==> src/hw/rtl/hrcd_pkg.sv <==
// ----------------------------------------------------------------------------
// hrcd_pkg
// Shared types, sizes and the field descriptor table of the HID report
// change detector.
// ----------------------------------------------------------------------------
`default_nettype none

package hrcd_pkg;

  // Buffer and table sizes.
  localparam int REPORT_BYTES = 16;
  localparam int NUM_FIELDS   = 23;
  localparam int TABLE_LEN    = 23;
  localparam int WALK_FIELDS  = (NUM_FIELDS < TABLE_LEN) ? NUM_FIELDS : TABLE_LEN;

  localparam int BUF_AW  = (REPORT_BYTES > 1) ? $clog2(REPORT_BYTES) : 1;
  localparam int POS_W   = $clog2(REPORT_BYTES + 1);
  localparam int PREV_AW = (WALK_FIELDS > 1) ? $clog2(WALK_FIELDS) : 1;
  localparam int FIELD_W = $clog2(WALK_FIELDS + 1);

  // Field number of the home button.
  localparam logic [4:0] HOME_FIELD = 5'd20;

  // Field masks.
  localparam logic [15:0] MASK_AXIS   = 16'd65535;
  localparam logic [15:0] MASK_TRIG   = 16'd1023;
  localparam logic [15:0] MASK_HAT    = 16'd15;
  localparam logic [15:0] MASK_BUTTON = 16'd1;

  typedef struct packed {
    logic [7:0]  off;
    logic [1:0]  nbytes;
    logic [2:0]  shift;
    logic [15:0] mask;
  } field_desc_t;

  // Buffer read request from the walker to the two buffer copies.
  typedef struct packed {
    logic              re;
    logic [BUF_AW-1:0] addr_lo;
    logic [BUF_AW-1:0] addr_hi;
  } buf_rd_t;

  typedef enum logic [1:0] {
    WS_IDLE,
    WS_WALK,
    WS_FLUSH
  } walk_state_e;

  function automatic field_desc_t desc_f(input logic [4:0] idx);
    field_desc_t d;
    d = '0;
    case (idx)
      5'd0:  d = '{off: 8'd0,  nbytes: 2'd2, shift: 3'd0, mask: MASK_AXIS};
      5'd1:  d = '{off: 8'd2,  nbytes: 2'd2, shift: 3'd0, mask: MASK_AXIS};
      5'd2:  d = '{off: 8'd4,  nbytes: 2'd2, shift: 3'd0, mask: MASK_AXIS};
      5'd3:  d = '{off: 8'd6,  nbytes: 2'd2, shift: 3'd0, mask: MASK_AXIS};
      5'd4:  d = '{off: 8'd8,  nbytes: 2'd2, shift: 3'd0, mask: MASK_TRIG};
      5'd5:  d = '{off: 8'd10, nbytes: 2'd2, shift: 3'd0, mask: MASK_TRIG};
      5'd6:  d = '{off: 8'd12, nbytes: 2'd1, shift: 3'd0, mask: MASK_HAT};
      5'd7:  d = '{off: 8'd13, nbytes: 2'd1, shift: 3'd0, mask: MASK_BUTTON};
      5'd8:  d = '{off: 8'd13, nbytes: 2'd1, shift: 3'd1, mask: MASK_BUTTON};
      5'd9:  d = '{off: 8'd13, nbytes: 2'd1, shift: 3'd2, mask: MASK_BUTTON};
      5'd10: d = '{off: 8'd13, nbytes: 2'd1, shift: 3'd3, mask: MASK_BUTTON};
      5'd11: d = '{off: 8'd13, nbytes: 2'd1, shift: 3'd4, mask: MASK_BUTTON};
      5'd12: d = '{off: 8'd13, nbytes: 2'd1, shift: 3'd5, mask: MASK_BUTTON};
      5'd13: d = '{off: 8'd13, nbytes: 2'd1, shift: 3'd6, mask: MASK_BUTTON};
      5'd14: d = '{off: 8'd13, nbytes: 2'd1, shift: 3'd7, mask: MASK_BUTTON};
      5'd15: d = '{off: 8'd14, nbytes: 2'd1, shift: 3'd0, mask: MASK_BUTTON};
      5'd16: d = '{off: 8'd14, nbytes: 2'd1, shift: 3'd1, mask: MASK_BUTTON};
      5'd17: d = '{off: 8'd14, nbytes: 2'd1, shift: 3'd2, mask: MASK_BUTTON};
      5'd18: d = '{off: 8'd14, nbytes: 2'd1, shift: 3'd3, mask: MASK_BUTTON};
      5'd19: d = '{off: 8'd14, nbytes: 2'd1, shift: 3'd4, mask: MASK_BUTTON};
      5'd20: d = '{off: 8'd14, nbytes: 2'd1, shift: 3'd5, mask: MASK_BUTTON};
      5'd21: d = '{off: 8'd14, nbytes: 2'd1, shift: 3'd6, mask: MASK_BUTTON};
      5'd22: d = '{off: 8'd15, nbytes: 2'd1, shift: 3'd0, mask: MASK_BUTTON};
      default: d = '0;
    endcase
    return d;
  endfunction

endpackage

`default_nettype wire

==> src/hw/rtl/hid_report_change_detector.sv <==
// ----------------------------------------------------------------------------
// hid_report_change_detector
// Collects gamepad input reports byte by byte and emits a record for each
// report field whose value changed since the previous report.
// ----------------------------------------------------------------------------
// The slave channel takes one report byte per word, tagged in tuser with its
// characteristic index; tlast closes a report. Words of other characteristics
// are taken and dropped. Matching bytes go into a two-copy buffer memory, one
// per cycle while no walk is in progress.
// After the closing byte, tready stays low while the field table is walked:
// one field per cycle through the buffer and previous-value memories while the
// walk does not stall, plus pipeline fill and drain and a flush state that
// releases the last record.
// A record is held back one step so its tlast can be set; the walk stalls
// only when the master channel holds a record and a further one is due.
// The master channel carries the field number and value in tdata, the stop
// request in tuser and tlast on the final record of a report.
// Reset clears the buffer and previous values through per-entry valid bits,
// clears the first-report flag and sets the characteristic register to 0.
// ----------------------------------------------------------------------------
`default_nettype none

module hid_report_change_detector (
  input  wire logic        clk_i,
  input  wire logic        rst_ni,
  input  wire logic        cfg_we_i,
  input  wire logic [7:0]  cfg_wdata_i,   // report_characteristic
  input  wire logic        s_axis_tvalid,
  output logic             s_axis_tready,
  input  wire logic [7:0]  s_axis_tdata,  // [7:0] report_byte
  input  wire logic [7:0]  s_axis_tuser,  // [7:0] channel_index
  input  wire logic        s_axis_tlast,  // byte_last
  output logic             m_axis_tvalid,
  input  wire logic        m_axis_tready,
  output logic [23:0]      m_axis_tdata,  // [4:0] field_number, [20:5] field_value
  output logic             m_axis_tuser,  // [0] stop_request
  output logic             m_axis_tlast   // change_last
);

  localparam int POS_W_L = hrcd_pkg::POS_W;

  logic [7:0]         report_char_q;
  logic [POS_W_L-1:0] pos_q, pos_d;
  logic               busy, take, buf_we, start;
  logic [7:0]         buf_lo, buf_hi;
  hrcd_pkg::buf_rd_t  buf_rd;

  assign s_axis_tready = !busy;
  assign take   = s_axis_tvalid && s_axis_tready && (s_axis_tuser == report_char_q);
  assign buf_we = take && (pos_q < POS_W_L'(hrcd_pkg::REPORT_BYTES));
  assign start  = take && s_axis_tlast;

  always_comb begin
    pos_d = pos_q;
    if (start) begin
      pos_d = '0;
    end else if (buf_we) begin
      pos_d = pos_q + POS_W_L'(1);
    end
  end

  always_ff @(posedge clk_i or negedge rst_ni) begin
    if (!rst_ni) begin
      report_char_q <= 8'd0;
      pos_q         <= '0;
    end else begin
      if (cfg_we_i) begin
        report_char_q <= cfg_wdata_i;
      end
      pos_q <= pos_d;
    end
  end

  // Two identical copies give the walker both bytes of a field at once.
  hrcd_ram #(
    .DATA_W (8),
    .DEPTH  (hrcd_pkg::REPORT_BYTES)
  ) u_buf_lo (
    .clk_i   (clk_i),
    .rst_ni  (rst_ni),
    .we_i    (buf_we),
    .waddr_i (pos_q[hrcd_pkg::BUF_AW-1:0]),
    .wdata_i (s_axis_tdata),
    .re_i    (buf_rd.re),
    .raddr_i (buf_rd.addr_lo),
    .rdata_o (buf_lo)
  );

  hrcd_ram #(
    .DATA_W (8),
    .DEPTH  (hrcd_pkg::REPORT_BYTES)
  ) u_buf_hi (
    .clk_i   (clk_i),
    .rst_ni  (rst_ni),
    .we_i    (buf_we),
    .waddr_i (pos_q[hrcd_pkg::BUF_AW-1:0]),
    .wdata_i (s_axis_tdata),
    .re_i    (buf_rd.re),
    .raddr_i (buf_rd.addr_hi),
    .rdata_o (buf_hi)
  );

  hrcd_walker u_walker (
    .clk_i         (clk_i),
    .rst_ni        (rst_ni),
    .start_i       (start),
    .busy_o        (busy),
    .buf_rd_o      (buf_rd),
    .buf_lo_i      (buf_lo),
    .buf_hi_i      (buf_hi),
    .m_axis_tvalid (m_axis_tvalid),
    .m_axis_tready (m_axis_tready),
    .m_axis_tdata  (m_axis_tdata),
    .m_axis_tuser  (m_axis_tuser),
    .m_axis_tlast  (m_axis_tlast)
  );

endmodule

`default_nettype wire

==> src/hw/rtl/hrcd_ram.sv <==
// ----------------------------------------------------------------------------
// hrcd_ram
// Single-port-write, single-port-read synchronous RAM with registered read
// data and per-entry valid bits; an entry never written reads as zero.
// ----------------------------------------------------------------------------
`default_nettype none

module hrcd_ram #(
  parameter int DATA_W = 8,
  parameter int DEPTH  = 16,
  parameter int ADDR_W = (DEPTH > 1) ? $clog2(DEPTH) : 1
) (
  input  wire logic              clk_i,
  input  wire logic              rst_ni,
  input  wire logic              we_i,
  input  wire logic [ADDR_W-1:0] waddr_i,
  input  wire logic [DATA_W-1:0] wdata_i,
  input  wire logic              re_i,
  input  wire logic [ADDR_W-1:0] raddr_i,
  output logic      [DATA_W-1:0] rdata_o
);

  logic [DATA_W-1:0] mem [DEPTH];
  logic [DEPTH-1:0]  valid_q;
  logic [DATA_W-1:0] rdata_q;

  always_ff @(posedge clk_i or negedge rst_ni) begin
    if (!rst_ni) begin
      valid_q <= '0;
    end else if (we_i) begin
      valid_q[waddr_i] <= 1'b1;
    end
  end

  always_ff @(posedge clk_i) begin
    if (we_i) begin
      mem[waddr_i] <= wdata_i;
    end
  end

  // Read data holds while no read is issued.
  always_ff @(posedge clk_i) begin
    if (re_i) begin
      rdata_q <= valid_q[raddr_i] ? mem[raddr_i] : '0;
    end
  end

  assign rdata_o = rdata_q;

endmodule

`default_nettype wire

==> src/hw/rtl/hrcd_walker.sv <==
// ----------------------------------------------------------------------------
// hrcd_walker
// Walks the field table over the report buffer, compares each field with its
// stored previous value and emits change records through an output register.
// ----------------------------------------------------------------------------
`default_nettype none

module hrcd_walker (
  input  wire logic                clk_i,
  input  wire logic                rst_ni,
  input  wire logic                start_i,
  output logic                     busy_o,
  output hrcd_pkg::buf_rd_t        buf_rd_o,
  input  wire logic [7:0]          buf_lo_i,
  input  wire logic [7:0]          buf_hi_i,
  output logic                     m_axis_tvalid,
  input  wire logic                m_axis_tready,
  output logic [23:0]              m_axis_tdata,  // [4:0] field_number, [20:5] field_value
  output logic                     m_axis_tuser,  // [0] stop_request
  output logic                     m_axis_tlast   // change_last
);

  localparam int FIELD_W_L = hrcd_pkg::FIELD_W;
  localparam logic [FIELD_W_L-1:0] LAST_IDX = FIELD_W_L'(hrcd_pkg::WALK_FIELDS);

  hrcd_pkg::walk_state_e state_q, state_d;

  logic [FIELD_W_L-1:0] issue_idx_q, issue_idx_d;
  logic                 cmp_v_q, cmp_v_d;
  logic                 seen_q, seen_d;
  logic                 pend_v_q, pend_v_d;
  logic                 out_v_q, out_v_d;

  logic [FIELD_W_L-1:0] cmp_idx_q, cmp_idx_d;
  logic                 cmp_lo_zero_q, cmp_lo_zero_d;
  logic                 cmp_hi_zero_q, cmp_hi_zero_d;
  logic [4:0]           pend_num_q, pend_num_d;
  logic [15:0]          pend_val_q, pend_val_d;
  logic                 pend_stop_q, pend_stop_d;
  logic [4:0]           out_num_q, out_num_d;
  logic [15:0]          out_val_q, out_val_d;
  logic                 out_stop_q, out_stop_d;
  logic                 out_last_q, out_last_d;

  hrcd_pkg::field_desc_t iss_desc, cmp_desc;
  logic [7:0]  hi_off;
  logic        issuing, issue_fire, changed, out_free, adv, prev_we;
  logic [15:0] word, value, prev_rdata;
  logic [4:0]  cmp_num;

  // Issue stage: table lookup and memory addresses.
  assign iss_desc = hrcd_pkg::desc_f(5'(issue_idx_q));
  assign hi_off   = iss_desc.off + 8'd1;
  assign issuing  = (state_q == hrcd_pkg::WS_WALK) && (issue_idx_q < LAST_IDX);

  // Compare stage: little-endian assembly, shift, mask.
  assign cmp_desc = hrcd_pkg::desc_f(5'(cmp_idx_q));
  assign word     = {cmp_hi_zero_q ? 8'd0 : buf_hi_i, cmp_lo_zero_q ? 8'd0 : buf_lo_i};
  assign value    = (word >> cmp_desc.shift) & cmp_desc.mask;
  assign cmp_num  = 5'(cmp_idx_q) + 5'd1;
  assign changed  = cmp_v_q && seen_q && (prev_rdata != value);

  // A change with a record already pending needs room in the output register.
  assign out_free   = !out_v_q || m_axis_tready;
  assign adv        = !(changed && pend_v_q && !out_free);
  assign issue_fire = issuing && adv;

  assign buf_rd_o.re      = issue_fire;
  assign buf_rd_o.addr_lo = iss_desc.off[hrcd_pkg::BUF_AW-1:0];
  assign buf_rd_o.addr_hi = hi_off[hrcd_pkg::BUF_AW-1:0];

  hrcd_ram #(
    .DATA_W (16),
    .DEPTH  (hrcd_pkg::WALK_FIELDS)
  ) u_prev_ram (
    .clk_i   (clk_i),
    .rst_ni  (rst_ni),
    .we_i    (prev_we),
    .waddr_i (cmp_idx_q[hrcd_pkg::PREV_AW-1:0]),
    .wdata_i (value),
    .re_i    (issue_fire),
    .raddr_i (issue_idx_q[hrcd_pkg::PREV_AW-1:0]),
    .rdata_o (prev_rdata)
  );

  always_comb begin
    state_d       = state_q;
    issue_idx_d   = issue_idx_q;
    cmp_v_d       = cmp_v_q;
    seen_d        = seen_q;
    pend_v_d      = pend_v_q;
    out_v_d       = out_v_q && !m_axis_tready;
    cmp_idx_d     = cmp_idx_q;
    cmp_lo_zero_d = cmp_lo_zero_q;
    cmp_hi_zero_d = cmp_hi_zero_q;
    pend_num_d    = pend_num_q;
    pend_val_d    = pend_val_q;
    pend_stop_d   = pend_stop_q;
    out_num_d     = out_num_q;
    out_val_d     = out_val_q;
    out_stop_d    = out_stop_q;
    out_last_d    = out_last_q;
    prev_we       = 1'b0;

    case (state_q)
      hrcd_pkg::WS_IDLE: begin
        if (start_i) begin
          state_d     = hrcd_pkg::WS_WALK;
          issue_idx_d = '0;
        end
      end
      hrcd_pkg::WS_WALK: begin
        if (adv) begin
          cmp_v_d = issue_fire;
          if (issue_fire) begin
            issue_idx_d   = issue_idx_q + FIELD_W_L'(1);
            cmp_idx_d     = issue_idx_q;
            cmp_lo_zero_d = iss_desc.off >= 8'(hrcd_pkg::REPORT_BYTES);
            cmp_hi_zero_d = (iss_desc.nbytes != 2'd2) ||
                            (hi_off >= 8'(hrcd_pkg::REPORT_BYTES));
          end
          if (cmp_v_q) begin
            prev_we = 1'b1;
          end
          if (changed) begin
            // The pending record is not the last one: pass it on.
            if (pend_v_q) begin
              out_v_d    = 1'b1;
              out_num_d  = pend_num_q;
              out_val_d  = pend_val_q;
              out_stop_d = pend_stop_q;
              out_last_d = 1'b0;
            end
            pend_v_d    = 1'b1;
            pend_num_d  = cmp_num;
            pend_val_d  = value;
            pend_stop_d = (cmp_num == hrcd_pkg::HOME_FIELD) && (value == 16'd1);
          end
        end
        if (!issuing && !cmp_v_q) begin
          state_d = hrcd_pkg::WS_FLUSH;
          seen_d  = 1'b1;
        end
      end
      hrcd_pkg::WS_FLUSH: begin
        if (!pend_v_q) begin
          state_d = hrcd_pkg::WS_IDLE;
        end else if (out_free) begin
          out_v_d    = 1'b1;
          out_num_d  = pend_num_q;
          out_val_d  = pend_val_q;
          out_stop_d = pend_stop_q;
          out_last_d = 1'b1;
          pend_v_d   = 1'b0;
          state_d    = hrcd_pkg::WS_IDLE;
        end
      end
      default: begin
        state_d = hrcd_pkg::WS_IDLE;
      end
    endcase
  end

  always_ff @(posedge clk_i or negedge rst_ni) begin
    if (!rst_ni) begin
      state_q     <= hrcd_pkg::WS_IDLE;
      issue_idx_q <= '0;
      cmp_v_q     <= 1'b0;
      seen_q      <= 1'b0;
      pend_v_q    <= 1'b0;
      out_v_q     <= 1'b0;
    end else begin
      state_q     <= state_d;
      issue_idx_q <= issue_idx_d;
      cmp_v_q     <= cmp_v_d;
      seen_q      <= seen_d;
      pend_v_q    <= pend_v_d;
      out_v_q     <= out_v_d;
    end
  end

  always_ff @(posedge clk_i) begin
    cmp_idx_q     <= cmp_idx_d;
    cmp_lo_zero_q <= cmp_lo_zero_d;
    cmp_hi_zero_q <= cmp_hi_zero_d;
    pend_num_q    <= pend_num_d;
    pend_val_q    <= pend_val_d;
    pend_stop_q   <= pend_stop_d;
    out_num_q     <= out_num_d;
    out_val_q     <= out_val_d;
    out_stop_q    <= out_stop_d;
    out_last_q    <= out_last_d;
  end

  assign busy_o        = (state_q != hrcd_pkg::WS_IDLE);
  assign m_axis_tvalid = out_v_q;
  assign m_axis_tdata  = {3'd0, out_val_q, out_num_q};
  assign m_axis_tuser  = out_stop_q;
  assign m_axis_tlast  = out_last_q;

endmodule

`default_nettype wire

==> config.mk <==
export PLATFORM = sky130hd
export DESIGN_NAME = hid_report_change_detector
export DESIGN_NICKNAME = d
export VERILOG_FILES = /design/src/hw/rtl/hrcd_pkg.sv /design/src/hw/rtl/hid_report_change_detector.sv /design/src/hw/rtl/hrcd_ram.sv /design/src/hw/rtl/hrcd_walker.sv
export SDC_FILE = /design/constraint.sdc
export NUM_CORES = 1
export LEC_CHECK = 0
export BUFFER_PORTS_ARGS = -buffer_cell sky130_fd_sc_hd__clkbuf_2
export CAP_MARGIN = 20
export CORE_MARGIN = 5
export CORE_UTILIZATION = 65
export DETAILED_ROUTE_END_ITERATION = 7
export PLACE_DENSITY = 0.87
export SYNTH_ARGS = -nofsm -noshare
export SYNTH_HDL_FRONTEND = slang
export SYNTH_SLANG_ARGS = --single-unit
==> constraint.sdc <==
create_clock -name clk_i -period 8.55 [get_ports clk_i]
set_clock_uncertainty 0.05 [all_clocks]
set_input_delay 1.71 -clock clk_i [delete_from_list [all_inputs] [get_ports clk_i]]
set_output_delay 1.71 -clock clk_i [all_outputs]
set_load 0.02 [all_outputs]
### Yosys cells after proc, flatten, opt, wreduce, memory -nomap -nowiden

Memories as Yosys holds them, arrays and structs flattened. A register that Yosys moved wholly into a read port is not among the register bits.
Cells that the tools add are included.

* add/subtract/negate cells: 4
* order comparisons: 11
* equal/unequal tests: 16
* shifts and indexed selects: 1
* muxes and demuxes: 66
* bitwise gates (word level): 5
* reduce and logical (&&, ||, !) cells: 40

Operator list (number)
* 2-to-1 mux 16 bit: 5
* 2-to-1 mux 5 bit: 11
* OR 16 bit: 2
* one-hot mux 16 bit (2 select lines): 1
* 2-to-1 mux 1 bit: 31
* OR 23 bit: 1
* one-hot mux 5 bit (2 select lines): 2
* AND 16 bit: 1
* equality test 16 x 1 -> 1 bit (second input constant): 1
* >= comparator 8 x 5 -> 1 bit (second input constant): 2
* 2-to-1 mux 8 bit: 2
* != test 16 bit: 1
* right shift 16 x 3 -> 16 bit: 1
* adder 5 x 1 -> 5 bit (second input constant): 3
* logical AND 1 bit: 15
* < comparator 4 x 5 -> 1 bit (second input constant): 3
* < comparator 5 x 6 -> 1 bit (second input constant): 2
* AND reduction 3 bit: 4
* zero test 1 bit: 10
* < comparator 5 bit (second input constant): 2
* != test 2 bit (second input constant): 5
* adder 8 x 1 -> 8 bit (second input constant): 1
* binary-select mux 1 bit (select 4 bit): 2
* equality test 8 bit: 1
* 20 further kinds: 34

* flip-flop bits (word level): 131
* RAM bits: 624
* bits in read-only memories: 1600
* input bits: 30
* logic and storage cells: 169
* memories: 5

Memories
* (no name shown): words 32, width 25, read ports 1, clocked after memory_dff 1, write ports 0, RTL line hrcd_pkg.sv:53 `case (idx)`
* (no name shown): words 32, width 25, read ports 1, clocked after memory_dff 0, write ports 0, RTL line hrcd_pkg.sv:53
* u_walker.u_prev_ram.mem: words 23, width 16, read ports 1, clocked after memory_dff 1, write ports 1, RTL line hrcd_ram.sv:23 `logic [DATA_W-1:0] mem [DEPTH];`
* u_buf_hi.mem: words 16, width 8, read ports 1, clocked after memory_dff 1, write ports 1, RTL line hrcd_ram.sv:23
* u_buf_lo.mem: words 16, width 8, read ports 1, clocked after memory_dff 1, write ports 1, RTL line hrcd_ram.sv:23

### Logic depth before layout (Yosys ltp)

* word-level depth: 12
* depth in mapped cells: 16
* gate-level depth less buffers: 13

### Modules after synthesis

Synthesis repeated with hierarchy kept, for this count alone.

* cell total of the unflattened synthesis: 1776
* area, all modules: 31976.9 um^2

Modules (own cells, without submodules)
* hrcd_ram at u_walker.u_prev_ram: instances 1, cells each 845, area an instance 15882.7 um^2, sequential area each 12106.6 um^2
* hrcd_ram at u_buf_lo: instances 1, cells each 269, area an instance 5809.3 um^2, sequential area each 4484.3 um^2
* hrcd_ram at u_buf_hi: instances 1, cells each 269, area an instance 5780.5 um^2, sequential area each 4484.3 um^2
* hrcd_walker: instances 1, cells each 332, area an instance 3813.7 um^2, sequential area each 1946.9 um^2
* hid_report_change_detector: instances 1, cells each 61, area an instance 690.7 um^2, sequential area each 325.3 um^2

### Worst setup path after synthesis

No wires, ideal clock.

* path type: reg2reg
* from: register u_walker.cmp_desc[17] (netlist name)
* to: register u_buf_hi.rdata_q[0] (netlist: u_buf_hi.rdata_o[0]) (read register of u_buf_hi.mem) (enable)
* library setup time: 0.432 ns
* arrival: 4.580 ns
* required time: 8.068 ns
* setup slack: 3.488 ns
* stages on the path, launching flop included: 10
* path through: dfxtp_1 > buf_6 > buf_4 > nor4bb_1 > a211oi_1 > o31ai_1 > xor2_1 > a2111oi_2 > nand4_2 > a21oi_1

* word-level cells in the longest chain between the ends: 8

Ends and longest elaborated chain
* right shift 16 x 3 -> 16 bit: RTL line hrcd_walker.sv:59 `assign value = (word >> cmp_desc.shift) & cmp_desc.mask;`
* AND 16 bit: RTL line hrcd_walker.sv:59
* named net u_walker.u_prev_ram.wdata_i[3]: RTL line hrcd_ram.sv:17 `input wire logic [DATA_W-1:0] wdata_i,`
* != test 16 bit: RTL line hrcd_walker.sv:61 `assign changed = cmp_v_q && seen_q && (prev_rdata != value);`
* logical AND 1 bit: RTL line hrcd_walker.sv:61
* logical AND 1 bit (2 in a row): RTL line hrcd_walker.sv:65 `assign adv = !(changed && pend_v_q && !out_free);`
* zero test 1 bit: RTL line hrcd_walker.sv:65
* logical AND 1 bit: RTL line hrcd_walker.sv:66 `assign issue_fire = issuing && adv;`
* named net u_buf_hi.re_i: RTL line hrcd_ram.sv:18 `input wire logic re_i,`
* end, declared: RTL line hrcd_ram.sv:25 `logic [DATA_W-1:0] rdata_q;`

The timed path passes the listed nets, and every way through them passes these cells.
A chain may end at the register's enable or synchronous reset.

### Worst setup path in the final report

* from: register u_walker.issue_idx_q[3]
* to: register u_buf_hi.rdata_q[0] (netlist: u_buf_hi.rdata_o[0]) (read register of u_buf_hi.mem) (data pin)

* word-level cells in the longest chain between the ends: 5
* elaborated cells between the ends (all ways): 8
* those cells by class: 1 x add/sub; 1 x order compare; 2 x mux; 3 x reduce/logical; 1 x memory

Ends and longest elaborated chain
* start, declared: RTL line hrcd_walker.sv:28 `logic [FIELD_W_L-1:0] issue_idx_q, issue_idx_d;`
* start signal, assigned: RTL line hrcd_walker.sv:174 `issue_idx_q <= issue_idx_d;`
* memory (32 x 25 bit)
* adder 8 x 1 -> 8 bit: RTL line hrcd_walker.sv:53 `assign hi_off = iss_desc.off + 8'd1;`
* binary-select mux 1 bit (select 4 bit): RTL line hrcd_ram.sv:44 `rdata_q <= valid_q[raddr_i] ? mem[raddr_i] : '0;`
* 2-to-1 mux 1 bit (not written as such): RTL line hrcd_ram.sv:44
* zero test 1 bit (no source line)

Parallel ways exist; a longest one is shown, timed or not. The select of a mux whose other input is x is not followed.

==> metrics.md <==
| Metric | Value |
|---|---|
| Overflow after GRT | 0 |
| Core Rows | 76 |
| Area contributors post-synth | edfxtp_1 (62%), mux4_2 (12%), dfrtp_1 (7.0%), nand2_1 (2.9%), mux2i_1 (1.7%) |
| DRC Markers | 11 |
| Post-Synthesis Cells | 1714 |
| Iter 0 DRT Violations | roughly 3000 |
| Gr usage total | 0.310 |
| Port Buf Inserts | 54 |
| Peak VDD IR | around 0.21 mV |
| CP Data Required Time | 8.84 ns |
| Initial Util | 0.654 |
| Clk slew on worst S/H paths | ~0.070 ns |
| DP Cell Count | 2304 |
| Sw Share | 0.328 |
| Worst Reg-to-Reg Cells | 10 |
| Met3 usage | 0.0855 |
| Critical path endpoint category | flop |
| DR vias | 17100 |
| Reg2reg start | u_walker.issue_idx_q[3] |
| Slew headroom | 0.202 |
| Final worst setup slack | 2.75 ns |
| Worst-path maximum fanout | 35 |
| Met2 Use GR | 0.482 |
| Pre-CTS setup slack | about 3.1 ns |
| Wirelength per Cell | between 20 and 30 µm |
| Status | finished, violations left |
| Detail Route Antenna Nets | 0 |
| Non-Filler Instances | 2431 |
| I/O pins | 58 |
| Layout cells sized above 1 | 0.256 |
| Mean post-synth cell area | 16.4 µm² |
| Register area share after synthesis | 0.693 |
| Final Wtd Congestion | roughly 0.93 |
| Vias in the first global route | roughly 17000 |
| Final Hold Fails | 0 |
| Die Span X | 218 µm |
| Post-synthesis sequential element count | 665 |
| Ys flop type | edfxtp_1 |
| Flop pwr share | 0.437 |
| Fin Setup TNS | 0 ns |
| Post-synth cell types | 75 |
| Largest net degree at the start of global routing | between 60 and 70 |
| Slew Limit Fails | 0 |
| Worst-margin pin slew | 1.20 ns |
| Die Span Y | 218 µm |
| Worst r2r dst | u_buf_hi.rdata_o[0] |
| Hold Path Origin | u_walker.pend_val_q[1] |
| Hpwl dp | between 40 and 50 mm |
| Power per Cell Area | 331 nW/µm² |
| Setup bufs post-CTS | 0 |
| Async S/R FF share, synth | 0.119 |
| Worst skew pair latency | 0.60 ns |
| Synth warnings | 0 |
| First-pass GRT wire length | 109 mm |
| Combinational power share | 0.275 |
| Via density | roughly 7 |
| Core Area | about 43000 µm² |
| CTS Buf Count | 66 |
| CTS resizes | 0 |
| H-tree Lvls | 3 |
| Slowest-stage cell, CP | dfrtp_2 |
| Max Cap Viol | 0 |
| WP data arrival | 6.10 ns |
| DIE AREA | 47500 µm² |
| Layout Nets | 1847 |
| Hold path cells | 0 |
| DRT Pass-1 Iters | 8 |
| CTS tree | done |
| Post-synth EDFFs | 579 |
| Hold WS | ~0.37 ns |
| Crit path launch type | flop |
| Worst min-delay path endpoint | u_walker.out_val_q[1] |
| CTS Sinks | 665 |
| Clk pwr share | 0.288 |
| Leakage dissipation | 11.1 nW |
| Critical-path cell list | nor2b_1, nand2_1, o31a_1, clkinv_1, ha_1, buf_4, mux4_2, mux2i_1, a21oi_1, o211a_1 |
| Dominant cell type by area after synthesis | edfxtp_1 |
| Tcrit/Tclk final | 0.679 |
| Initial antenna violation count | 1 |
| Final wirelength | 72.9 mm |
| Root buffer cell | clkbuf_16 |
| Crit path kind | reg -> reg |
| Synth cell count leaders | edfxtp_1 (579), nand2_1 (216), mux4_2 (149) |
| Area Overhead vs Synth | 12.3% |
| Post-CTS Hold Fix Bufs | 0 |
| Sw Pwr | 0.00343 W |
| Most instantiated library cell after synthesis | edfxtp_1 |
| Antenna diode count | 0 |
| Hold Path Class | reg -> reg |
| Crit-path max cell delay | 0.96 ns |
| R2R Setup Slk | 2.75 ns |
| P_int | 0.00702 W |
| Global routing usage on met1 | 0.426 |
| Setup violations, final | 0 |
| GRT Max-Usage Layer | met2 |
| Post-Synthesis Cell Area | between 20000 and 30000 µm² |
| Area share of the largest cell type after synthesis | 0.618 |
| Clock buffer depth | 3 |
| RSZ-0062 raised after global routing | no |
| Tmin final | 5.80 ns |
| Failing checks | design-rule violations |
| Max Freq | 0.172 GHz |
[area by class of cell]
| cell class | count | area, µm² |
|---|---|---|
| clock buffers | 87 | 1830 |
| clock inverters | 32 | 407 |
| fillers | 2329 | 11400 |
| inverters | 20 | 75.1 |
| multi-input cells | 934 | 8300 |
| flip-flops and latches | 665 | 19500 |
| well taps | 585 | 732 |
| repair buffers | 108 | 731 |
[state kept, by name, summed over array words and instances, names as in the netlist, 7 cells and up]
name / flops
u_walker.out_val_q: 16
u_buf_hi.rdata_o: 8
report_char_q: 8
u_walker.pend_val_q: 16
u_walker.u_prev_ram.rdata_o: 16
u_walker.cmp_desc: 7
u_buf_lo.valid_q: 16
u_walker.u_prev_ram.valid_q: 23
u_buf_lo.mem: 128
u_buf_lo.rdata_o: 8
u_walker.u_prev_ram.mem: 368
u_buf_hi.valid_q: 16
[worst max path at each step]
stage	start	to	slack (ns)	cells past startpoint
floorplan	u_walker.cmp_desc[17]	u_buf_hi.rdata_o[0]	3.49	9
CTS	u_walker.issue_idx_q[3]	u_buf_hi.rdata_o[6]	3.03	10
global placement	u_walker.issue_idx_q[3]	u_buf_hi.rdata_o[1]	3.35	10
finish	u_walker.issue_idx_q[3]	u_buf_hi.rdata_o[0]	2.75	10
global route	u_walker.issue_idx_q[3]	u_buf_hi.rdata_o[7]	2.66	10
detailed placement	u_walker.issue_idx_q[3]	u_buf_hi.rdata_o[6]	3.14	10
[power groups by stage]
stage | clock network (W) | logic [W] | registers [W]
5_1_grt | 0.00319 | 0.00301 | 0.00459
6_report | 0.00301 | 0.00288 | 0.00456
2_1_floorplan | 0 | 0.00179 | 0.00451
4_1_cts | 0.00302 | 0.00277 | 0.00456
3_5_place_dp | 0 | 0.00270 | 0.00460
3_3_place_gp | 0 | 0.00260 | 0.00457
[stage by stage]
stage | total power (W) | utilization | area (µm²)
CTS | 0.0104 | 0.733 | 31500
global placement | 0.00717 | 0.679 | 29200
floorplan | 0.00631 | - | 28100
detailed placement | 0.00731 | 0.681 | 29300
global route | 0.0108 | 0.735 | 31600
finish | 0.0104 | 0.735 | 31600
[cell usage in the layout (no fill, tap or decap), types with 18 or more instances in the layout]
| cell type | instances |
|---|---|
| edfxtp_1 | 579 |
| nand2_1 | 216 |
| mux4_2 | 149 |
| dfrtp_1 | 74 |
| nor2_1 | 70 |
| clkbuf_16 | 68 |
| or2_2 | 57 |
| nand3_1 | 55 |
| clkbuf_2 | 53 |
| mux2i_1 | 47 |
| buf_4 | 43 |
| and3_1 | 30 |
| o21ai_0 | 27 |
| ha_1 | 22 |
| a211oi_1 | 20 |
| xor2_1 | 20 |
| inv_1 | 18 |
[per-layer routing]
layer	vias up	wire [µm]	share of wire
met1	8435	25300	0.35
met4	2	3310	0.045
li1	6843	-	-
met5	-	17	0.00023
met2	1532	34400	0.47
met3	272	9880	0.14
[cells by family after synthesis]
family                   Yosys count  synth area share
AO/OA/AOI/OAI                    158            0.0430
XOR/XNOR                          28           0.00872
adder cells (fa/ha/maj)           22           0.00979
buffers and inverters            117            0.0172
flip-flops                       665             0.693
multiplexers                     209             0.141
other                              1          0.000133
AND/OR/NAND/NOR                  514            0.0865
[critical path, delay by kind of cell, from the launching register on]
kind | cells | cell delay (ns)
AOI/OAI and AO/OA | 3 | 1.30
buffers and inverters | 2 | 1.19
DFF | 1 | 0.96
muxes | 2 | 0.84
adders and majority gates | 1 | 0.77
and+or+nand+nor | 2 | 0.40
Note: power is estimated with default switching activity, not from simulation.
